### config.mk
export PLATFORM = sky130hd
export DESIGN_NAME = multi_stack_shared_array_core
export DESIGN_NICKNAME = d
export VERILOG_FILES = /design/src/rtl/core/mssa_pkg.sv /design/src/rtl/core/mssa_ctrl.sv /design/src/rtl/core/multi_stack_shared_array_core.sv
export VERILOG_INCLUDE_DIRS = /design/src /design/src/rtl/core
export SDC_FILE = /design/constraint.sdc
export NUM_CORES = 2
export LEC_CHECK = 0
export BUFFER_PORTS_ARGS = -buffer_cell sky130_fd_sc_hd__buf_4
export CORE_ASPECT_RATIO = 0.75
export CORE_UTILIZATION = 32
export CTS_CLUSTER_SIZE = 30
export DETAILED_ROUTE_END_ITERATION = 7
export HOLD_SLACK_MARGIN = 0.12
export SYNTH_ARGS = -nofsm -noshare
export SYNTH_HDL_FRONTEND = slang
export SYNTH_SLANG_ARGS = --single-unit
export TNS_END_PERCENT = 10
### constraint.sdc
create_clock -name clock -period 7.3 [get_ports clock]
set_input_delay 1.095 -clock clock [delete_from_list [all_inputs] [get_ports clock]]
set_output_delay 1.095 -clock clock [all_outputs]
set_load 0.01 [all_outputs]
### src/rtl/core/multi_stack_shared_array_core_macros.svh
// Assertion macros shared by the core RTL.
`ifndef MULTI_STACK_SHARED_ARRAY_CORE_MACROS_SVH
`define MULTI_STACK_SHARED_ARRAY_CORE_MACROS_SVH
`ifndef SYNTHESIS
`define MSSA_ASSERT_NOW(lbl, clk, rst, ante, cons) \
   lbl: assert property (@(posedge clk) disable iff (rst) (ante) |-> (cons)) \
      else $error("assertion failed");
`define MSSA_ASSERT_NEXT(lbl, clk, rst, ante, cons) \
   lbl: assert property (@(posedge clk) disable iff (rst) (ante) |=> (cons)) \
      else $error("assertion failed");
`else
`define MSSA_ASSERT_NOW(lbl, clk, rst, ante, cons)
`define MSSA_ASSERT_NEXT(lbl, clk, rst, ante, cons)
`endif
`endif

### src/rtl/core/mssa_pkg.sv
package mssa_pkg;

   localparam int DATA_WIDTH = 32;
   localparam int MODE_WIDTH = 2;
   localparam int SEL_WIDTH = 2;
   localparam int STATUS_WIDTH = 2;
   localparam int DEPTH_REG_WIDTH = 5;
   localparam logic [DEPTH_REG_WIDTH-1:0] DEPTH_RESET = 5'd16;

   localparam logic [MODE_WIDTH-1:0] MODE_PUSH = 2'd0;
   localparam logic [MODE_WIDTH-1:0] MODE_POP = 2'd1;
   localparam logic [MODE_WIDTH-1:0] MODE_LOOK = 2'd2;

   localparam logic [STATUS_WIDTH-1:0] ST_OK = 2'd0;
   localparam logic [STATUS_WIDTH-1:0] ST_OVERFLOW = 2'd1;
   localparam logic [STATUS_WIDTH-1:0] ST_UNDERFLOW = 2'd2;

   localparam logic signed [DATA_WIDTH-1:0] MOST_NEG = {1'b1, {(DATA_WIDTH-1){1'b0}}};

   typedef struct packed {
      logic [MODE_WIDTH-1:0]        mode;
      logic [SEL_WIDTH-1:0]         stack_sel;
      logic signed [DATA_WIDTH-1:0] push_value;
   } req_type;

   typedef struct packed {
      logic signed [DATA_WIDTH-1:0] read_value;
      logic                         is_empty;
      logic [STATUS_WIDTH-1:0]      status;
   } rsp_type;

   // Decision for one operation, handed from the pointer logic to the memory side.
   typedef struct packed {
      logic                    mem_we;
      logic                    mem_re;
      logic                    is_empty;
      logic [STATUS_WIDTH-1:0] status;
   } op_type;

endpackage

### src/rtl/core/mssa_ctrl.sv
module mssa_ctrl
   import mssa_pkg::*;
#(
   parameter int NUM_STACKS = 4,
   parameter int MAX_DEPTH = 16
) (
   input  logic                                      clock,
   input  logic                                      reset,
   input  logic                                      accept,
   input  req_type                                   req,
   input  logic [DEPTH_REG_WIDTH-1:0]                depth,
   output op_type                                    op,
   output logic [$clog2(NUM_STACKS*MAX_DEPTH)-1:0]  addr
);

   localparam int AW = $clog2(NUM_STACKS*MAX_DEPTH);
   localparam int SW = (NUM_STACKS > 1) ? $clog2(NUM_STACKS) : 1;
   localparam int CW = $clog2(MAX_DEPTH+1);
   localparam int LW = (CW > DEPTH_REG_WIDTH) ? CW : DEPTH_REG_WIDTH;
   localparam int XW = 8;

   logic [CW-1:0] fill_ff [NUM_STACKS];
   logic [CW-1:0] fill_in;
   logic [XW-1:0] sel_ext;
   logic [SW-1:0] idx;
   logic [CW-1:0] n;
   logic [LW-1:0] limit;
   logic [CW-1:0] slot;

   // The select is narrower than twice any legal stack count, so one subtract wraps it.
   always_comb begin
      sel_ext = XW'(req.stack_sel);
      if (sel_ext >= XW'(NUM_STACKS)) begin
         sel_ext = sel_ext - XW'(NUM_STACKS);
      end
      idx = SW'(sel_ext);
      n = fill_ff[idx];
      limit = (LW'(depth) > LW'(MAX_DEPTH)) ? LW'(MAX_DEPTH) : LW'(depth);
   end

   always_comb begin
      op = '0;
      fill_in = n;
      slot = n;
      case (req.mode)
         MODE_PUSH: begin
            if (LW'(n) >= limit) begin
               op.status = ST_OVERFLOW;
            end else begin
               op.mem_we = accept;
               fill_in = n + CW'(1);
            end
         end
         default: begin
            slot = n - CW'(1);
            if (n == '0) begin
               op.status = ST_UNDERFLOW;
            end else begin
               op.mem_re = accept;
               if (req.mode == MODE_POP) begin
                  fill_in = n - CW'(1);
               end
            end
         end
      endcase
      op.is_empty = (fill_in == '0);
      addr = AW'(idx) * AW'(MAX_DEPTH) + AW'(slot);
   end

   always_ff @(posedge clock) begin
      if (reset) begin
         for (int i = 0; i < NUM_STACKS; i++) begin
            fill_ff[i] <= '0;
         end
      end else if (accept) begin
         fill_ff[idx] <= fill_in;
      end
   end

endmodule

### src/rtl/core/multi_stack_shared_array_core.sv
// Several LIFO stacks that share one synchronous memory, each stack owning a
// region of MAX_DEPTH words and a fill counter kept in flip-flops.
// The request channel (req_valid, req_stall, req_data) carries one operation per
// transfer: push a value, pop the top, or look at the top (mode three also looks).
// The response channel (rsp_valid, rsp_stall, rsp_data) returns exactly one result
// per request, in order: the value popped or seen, the empty flag after the
// operation, and a status of ok, overflow or underflow.
// A request taken at a clock edge has its result in the output register after
// that edge. Throughput is one operation per cycle unless the receiver stalls;
// each operation uses the single memory port at most once. When the receiver
// stalls, the result holds and req_stall rises, since the memory read register
// is part of the result. Reset empties every stack and sets the depth limit to
// 16, with no clearing pass. The user must write the depth register (csr_wr_en,
// csr_wr_data) only while no operation is in flight; the block does not enforce it.
`include "multi_stack_shared_array_core_macros.svh"

module multi_stack_shared_array_core
   import mssa_pkg::*;
#(
   parameter int NUM_STACKS = 4,
   parameter int MAX_DEPTH = 16
) (
   input  logic                       clock,
   input  logic                       reset,
   input  logic                       req_valid,
   output logic                       req_stall,
   input  req_type                    req_data,
   output logic                       rsp_valid,
   input  logic                       rsp_stall,
   output rsp_type                    rsp_data,
   input  logic                       csr_wr_en,
   input  logic [DEPTH_REG_WIDTH-1:0] csr_wr_data
);

   localparam int AW = $clog2(NUM_STACKS*MAX_DEPTH);
   localparam int WORDS = NUM_STACKS*MAX_DEPTH;

   logic [DEPTH_REG_WIDTH-1:0] depth_ff;
   logic                       rsp_valid_ff;
   logic                       rsp_valid_in;
   logic                       accept;
   op_type                     op;
   logic [AW-1:0]              addr;

   // Result payload, loaded on each accepted transfer.
   logic                       use_mem_ff;
   logic                       is_empty_ff;
   logic [STATUS_WIDTH-1:0]    status_ff;
   logic [DATA_WIDTH-1:0]      mem_q_ff;

   logic [DATA_WIDTH-1:0]      entry_mem [WORDS];

   // A waiting result blocks new requests, because the memory read register
   // would otherwise be overwritten before it is taken.
   assign req_stall = rsp_valid_ff && rsp_stall;
   assign accept = req_valid && !req_stall;

   mssa_ctrl #(
      .NUM_STACKS(NUM_STACKS),
      .MAX_DEPTH (MAX_DEPTH)
   ) u_ctrl (
      .clock (clock),
      .reset (reset),
      .accept(accept),
      .req   (req_data),
      .depth (depth_ff),
      .op    (op),
      .addr  (addr)
   );

   always_ff @(posedge clock) begin
      if (reset) begin
         depth_ff <= DEPTH_RESET;
      end else if (csr_wr_en) begin
         depth_ff <= csr_wr_data;
      end
   end

   // Fill counters advance at the accepting edge, so a pop right after a push
   // reads a word that the memory already holds: no forwarding is needed.
   always_ff @(posedge clock) begin
      if (op.mem_we) begin
         entry_mem[addr] <= req_data.push_value;
      end
      if (op.mem_re) begin
         mem_q_ff <= entry_mem[addr];
      end
   end

   assign rsp_valid_in = accept || (rsp_valid_ff && rsp_stall);

   always_ff @(posedge clock) begin
      if (reset) begin
         rsp_valid_ff <= 1'b0;
      end else begin
         rsp_valid_ff <= rsp_valid_in;
      end
   end

   always_ff @(posedge clock) begin
      if (accept) begin
         use_mem_ff  <= op.mem_re;
         is_empty_ff <= op.is_empty;
         status_ff   <= op.status;
      end
   end

   // A push answers zero and an underflow answers the most negative value.
   always_comb begin
      rsp_data.is_empty = is_empty_ff;
      rsp_data.status = status_ff;
      if (use_mem_ff) begin
         rsp_data.read_value = mem_q_ff;
      end else if (status_ff == ST_UNDERFLOW) begin
         rsp_data.read_value = MOST_NEG;
      end else begin
         rsp_data.read_value = '0;
      end
   end

   assign rsp_valid = rsp_valid_ff;

   `MSSA_ASSERT_NEXT(a_accept_gives_result, clock, reset, accept, rsp_valid)
   `MSSA_ASSERT_NOW(a_stall_blocks_req, clock, reset, rsp_valid && rsp_stall, req_stall)
   `MSSA_ASSERT_NOW(a_uf_empty, clock, reset, rsp_valid && status_ff == ST_UNDERFLOW, is_empty_ff)

endmodule
-- Word level (Yosys, flattened, before mapping)
Memories as Yosys holds them, arrays and structs flattened. A register that Yosys moved wholly into a read port is not among the register bits.
Cells that the tools add are included.
- register bits: 10
- bits in writable memories: 2068
- input bits: 46
- output and inout port bits: 37
- logic and storage cells: 47
- memories: 2
- add/sub/neg operators: 3
- order comparisons: 2
- equal/unequal tests: 2
- muxes and demuxes: 25
- reduce and logical (&&, ||, !) cells: 8
- memories (memory ; depth ; bits a word ; rd ports ; clocked after Yosys merged registers in ; wr ports ; line ; text):
    entry_mem ; 64 ; 32 ; 1 ; 1 ; 1 ; multi_stack_shared_array_core.sv:51 ; logic [DATA_WIDTH-1:0] entry_mem [WORDS];
    u_ctrl.fill_ff ; 4 ; 5 ; 1 ; 0 ; 4 ; mssa_ctrl.sv:22 ; logic [CW-1:0] fill_ff [NUM_STACKS];
- operator list (operator ; number):
    32-bit two-way mux ; 2
    5-bit two-way mux ; 7
    1-bit two-way mux ; 13
    5-bit logical NOT ; 2
    6-bit by 5-bit adder with 6-bit output ; 1
    2-bit two-way mux ; 3
    5-bit by 1-bit adder with 5-bit output (second input constant) ; 1
    5-bit >= comparator ; 1
    5-bit > comparator (second input constant) ; 1
    5-bit OR reduction ; 1
    5-bit by 1-bit subtractor with 5-bit output (second input constant) ; 1
    2-bit by 1-bit equality test with 1-bit output (second input constant) ; 1
    2-bit equality test (second input constant) ; 1
    1-bit logical AND ; 2
    2-bit logical NOT ; 1
    1-bit logical NOT ; 1
    1-bit logical OR ; 1

-- Depth between registers and ports, before layout
- depth after elaboration: 8
- gate-level depth with buffers: 16
- depth with buffers taken out: 14

-- Cells and area by module
From an unflattened synthesis, not the netlist that was laid out.
- cells, all modules: 4563
- area, all modules: 80333.3 um^2
- modules (own cells, without submodules) (module ; instances ; cells an instance ; area an instance (um^2) ; seq. area each (um^2)):
    multi_stack_shared_array_core ; 1 ; 4418 ; 78864.4 ; 62700.1
    mssa_ctrl ; 1 ; 145 ; 1468.9 ; 600.6

-- Least setup slack after synthesis
Ideal clock, no wire load.
- kind: input to register
- from: input req_data[32] in the netlist's numbering
- to: memory entry_mem[0][0] (enable)
- setup time: 0.421 ns
- data arrival time: 5.323 ns
- required time: 6.879 ns
- setup slack: 1.556 ns
- stages: 14
- buffers on the path: 4
- cells stage by stage: buf_6 > mux4_2 > buf_2 > inv_1 > ha_1 > or3b_2 > nor3_1 > nand2b_1 > ha_1 > clkbuf_1 > nor2_1 > nand2_2 > clkbuf_1 > nor2_1
- cells in the longest elaborated chain, start to end: 6
- elaborated cells on any way between the ends: 9
- classes of those cells: add/sub: 2; order compare: 1; mux: 5; memory: 1
- ends and longest elaborated chain (what ; line ; text):
    start, declared ; multi_stack_shared_array_core.sv:27 ; input req_type req_data,
    parallel branches: the longest is 6 deep, another holds 6-bit by 5-bit adder with 6-bit output ; - ;
    end, declared ; multi_stack_shared_array_core.sv:51 ;
Parallel ways; which one is timed is not known.

-- Final worst setup path
- from: input req_data[32] in the netlist's numbering
- to: memory entry_mem[47][21] (enable)
Same word-level chain as after synthesis.

==> metrics.txt <==
Top FF cell, synth edfxtp_1; multi-input logic area roughly 18000 sq um; Mapped Cells 4599; Worst-Margin Slew 1210 ps; Final nets 4809; most numerous cell in the Yosys netlist edfxtp_1; std cell rows 160; register area share after synthesis slightly below 80%; Setup-failing EPs final 0; critical path peak fanout 34; die area around 260000 sq um; Synth Warn # 0; Initial Utilization about a third; Synth area leader edfxtp_1; final period utilization 75.4%; Reg area roughly 63000 sq um; Syn Nets approximately 4700; synth top area cells edfxtp_1 (77%), mux2i_1 (13%), o22ai_1 (3.9%); Port Buffer Count between 80 and 90; Area Overhead vs Synth 14.6%; Max Cap Viol 0; 1st-iter DRT viols 6588; Fin Hold WS 440 ps; core area 254000 sq um; share of layout cells above drive strength 1 a little over an eighth; worst r2r src u_ctrl.fill_ff[0][1]; WS Path Type input port to flop; Worst EP arrival 5980 ps; Via density roughly 5.4; initial antenna violation count 28; Worst-path clk slew 60 ps; CP Launch Type input port; placer congestion estimate about 0.94; endpoint class of the critical path flop; wire per inst between 20 and 30 microns; number of gates resized after cts 0; Residual DRC 0; Post-Route Utilization 36.9%; unrepaired setup endpoints after global routing false; async set or reset register ratio after synthesis 0%; Fin Setup TNS 0 ps; synth cell count leaders edfxtp_1 (2104), mux2i_1 (1031), o22ai_1 (516); die width approximately 590 microns; Root Driver clkbuf_16; clk_skew 57.2 ps; H-Tree Depth 4; Fin. Hold Viols 0; iteration count of the initial detailed-routing pass 6; GRT Residual Overflow 0; Worst Hold Launch req_data[20]; post-CTS setup buffer count 0; fin crit period around 5500 ps; CTS tree built; total wire length 241000 microns; leak pwr 31.2 nW; maximum clock path buffer count 4; Syn Area/Cell between 15 and 20 sq um; required time worst endpoint between 7000 and 8000 ps; GRT Total Usage a little under a fifth; peak supply drop just over 0.0002 V; num ports a little over 80; outcome finished, final reports clean; f_max ~0.18 GHz; post-synth cell types 57; largest net degree at the start of global routing about 120; Post-synth EDFFs about 2100; power per cell area between 200 and 300 nW/um^2; first-pass GRT wire length approximately 330000 microns; CTS Buf Count a little over 200; worst relative slew slack a little under a fifth; via count between 40000 and 50000; hold buffers post-CTS 0; remaining antenna violation count after routing 0; die height about 440 microns; Design Power around 28 mW; Final Max Slew Viols 0; clk_lat worst skew approximately 860 ps; clk sink count 2110; Synth top area share between 70 and 80%; vias in the first global route around 41000; Worst Hold Class input port to flop; Crit. Startpoint req_data[32]; detailed placement HPWL 148000 microns; register bit total from synthesis around 2100; Synth Cell Area 81800 sq um; Filler cells approximately 24000
through the flow:
stage,area [sq um],std cells,setup slack (ps)
after detailed placement,87300,7952,941
after floorplan,81800,4599,1560
after global placement,87300,7952,999
final,93800,8315,1790
after CTS,93700,8309,1840
after global routing,93700,8309,1520
sequential cells by signal (all words and copies together) (netlist names):
signal          cells
is_empty_ff         1
entry_mem        2048
depth_ff            5
u_ctrl.fill_ff     20
mem_q_ff           32
use_mem_ff          1
rsp_valid           1
status_ff           2
per-layer routing:
metal	vias up	routed length, microns	global-route usage [%]
met5	-	20	0
met1	23100	107000	28.2
met2	2361	100000	25.5
met3	307	26500	3.99
li1	18700	-	-
met4	4	6870	5.11
kinds of logic (layout without fill, tap and decap cells):
logic type / Yosys count / count (layout) / share of synthesized area [%]
other cells: 0 / 6 / 0
xor+xnor: 9 / 9 / 0.170
compound gates: 791 / 791 / 5.85
simple gates: 354 / 354 / 2.01
flops: 2110 / 2110 / 77.3
mux: 1037 / 1037 / 12.8
buf+inv: 290 / 598 / 1.76
fa+ha+maj: 8 / 8 / 0.122
power breakdown:
part	total, mW	internal [mW]	switching (mW)
Sequential	13.5	13.4	0.0272
Clock	10.4	5.88	4.56
Combinational	4.06	1.14	2.92
cells in the final DEF (no fill, tap or decap), types with 12 or more instances in the layout:
cell and n:
edfxtp_1 2104, mux2i_1 1031, o22ai_1 516, clkbuf_16 206
buf_4 201, nor2_1 162, o21ai_0 140, o21ai_1 89
nor2_4 67, clkbuf_1 38, clkinv_2 38, clkinv_1 33
or4_1 32, and2_1 32, buf_12 29, o21ai_2 28
nand2_1 20, bufinv_16 20, nand2b_1 12
final timing paths:
path                                          end  slack [ps]  depth (start not counted)
worst max-delay path            entry_mem[47][21]        1790                         14
worst min-delay path            entry_mem[45][20]         440                          1
worst min register to register        depth_ff[0]         500                          2
worst max register to register  entry_mem[47][21]        1860                         13
final cells by class:
class,count,area share [%]
Sequential cell,2110,67.5
Multi-Input combinational cell,2199,18.8
Clock buffer,244,5.65
Tap cell,3402,4.54
Timing Repair Buffer,230,2.23
Clock inverter,113,1.20
Inverter,11,0.0467
Antenna cell,6,0.0160
worst max-delay path: stages:
cell and delay (ps):
buf_4 170, mux4_2 690, inv_1 160, ha_1 330
or3b_2 530, nor3_1 210, nand2b_1 170, ha_1 220
xnor2_1 90, buf_4 160, nor2_1 190, nand2_2 590
buf_4 470, nor2_4 830
(Power assumes the default switching activity.)
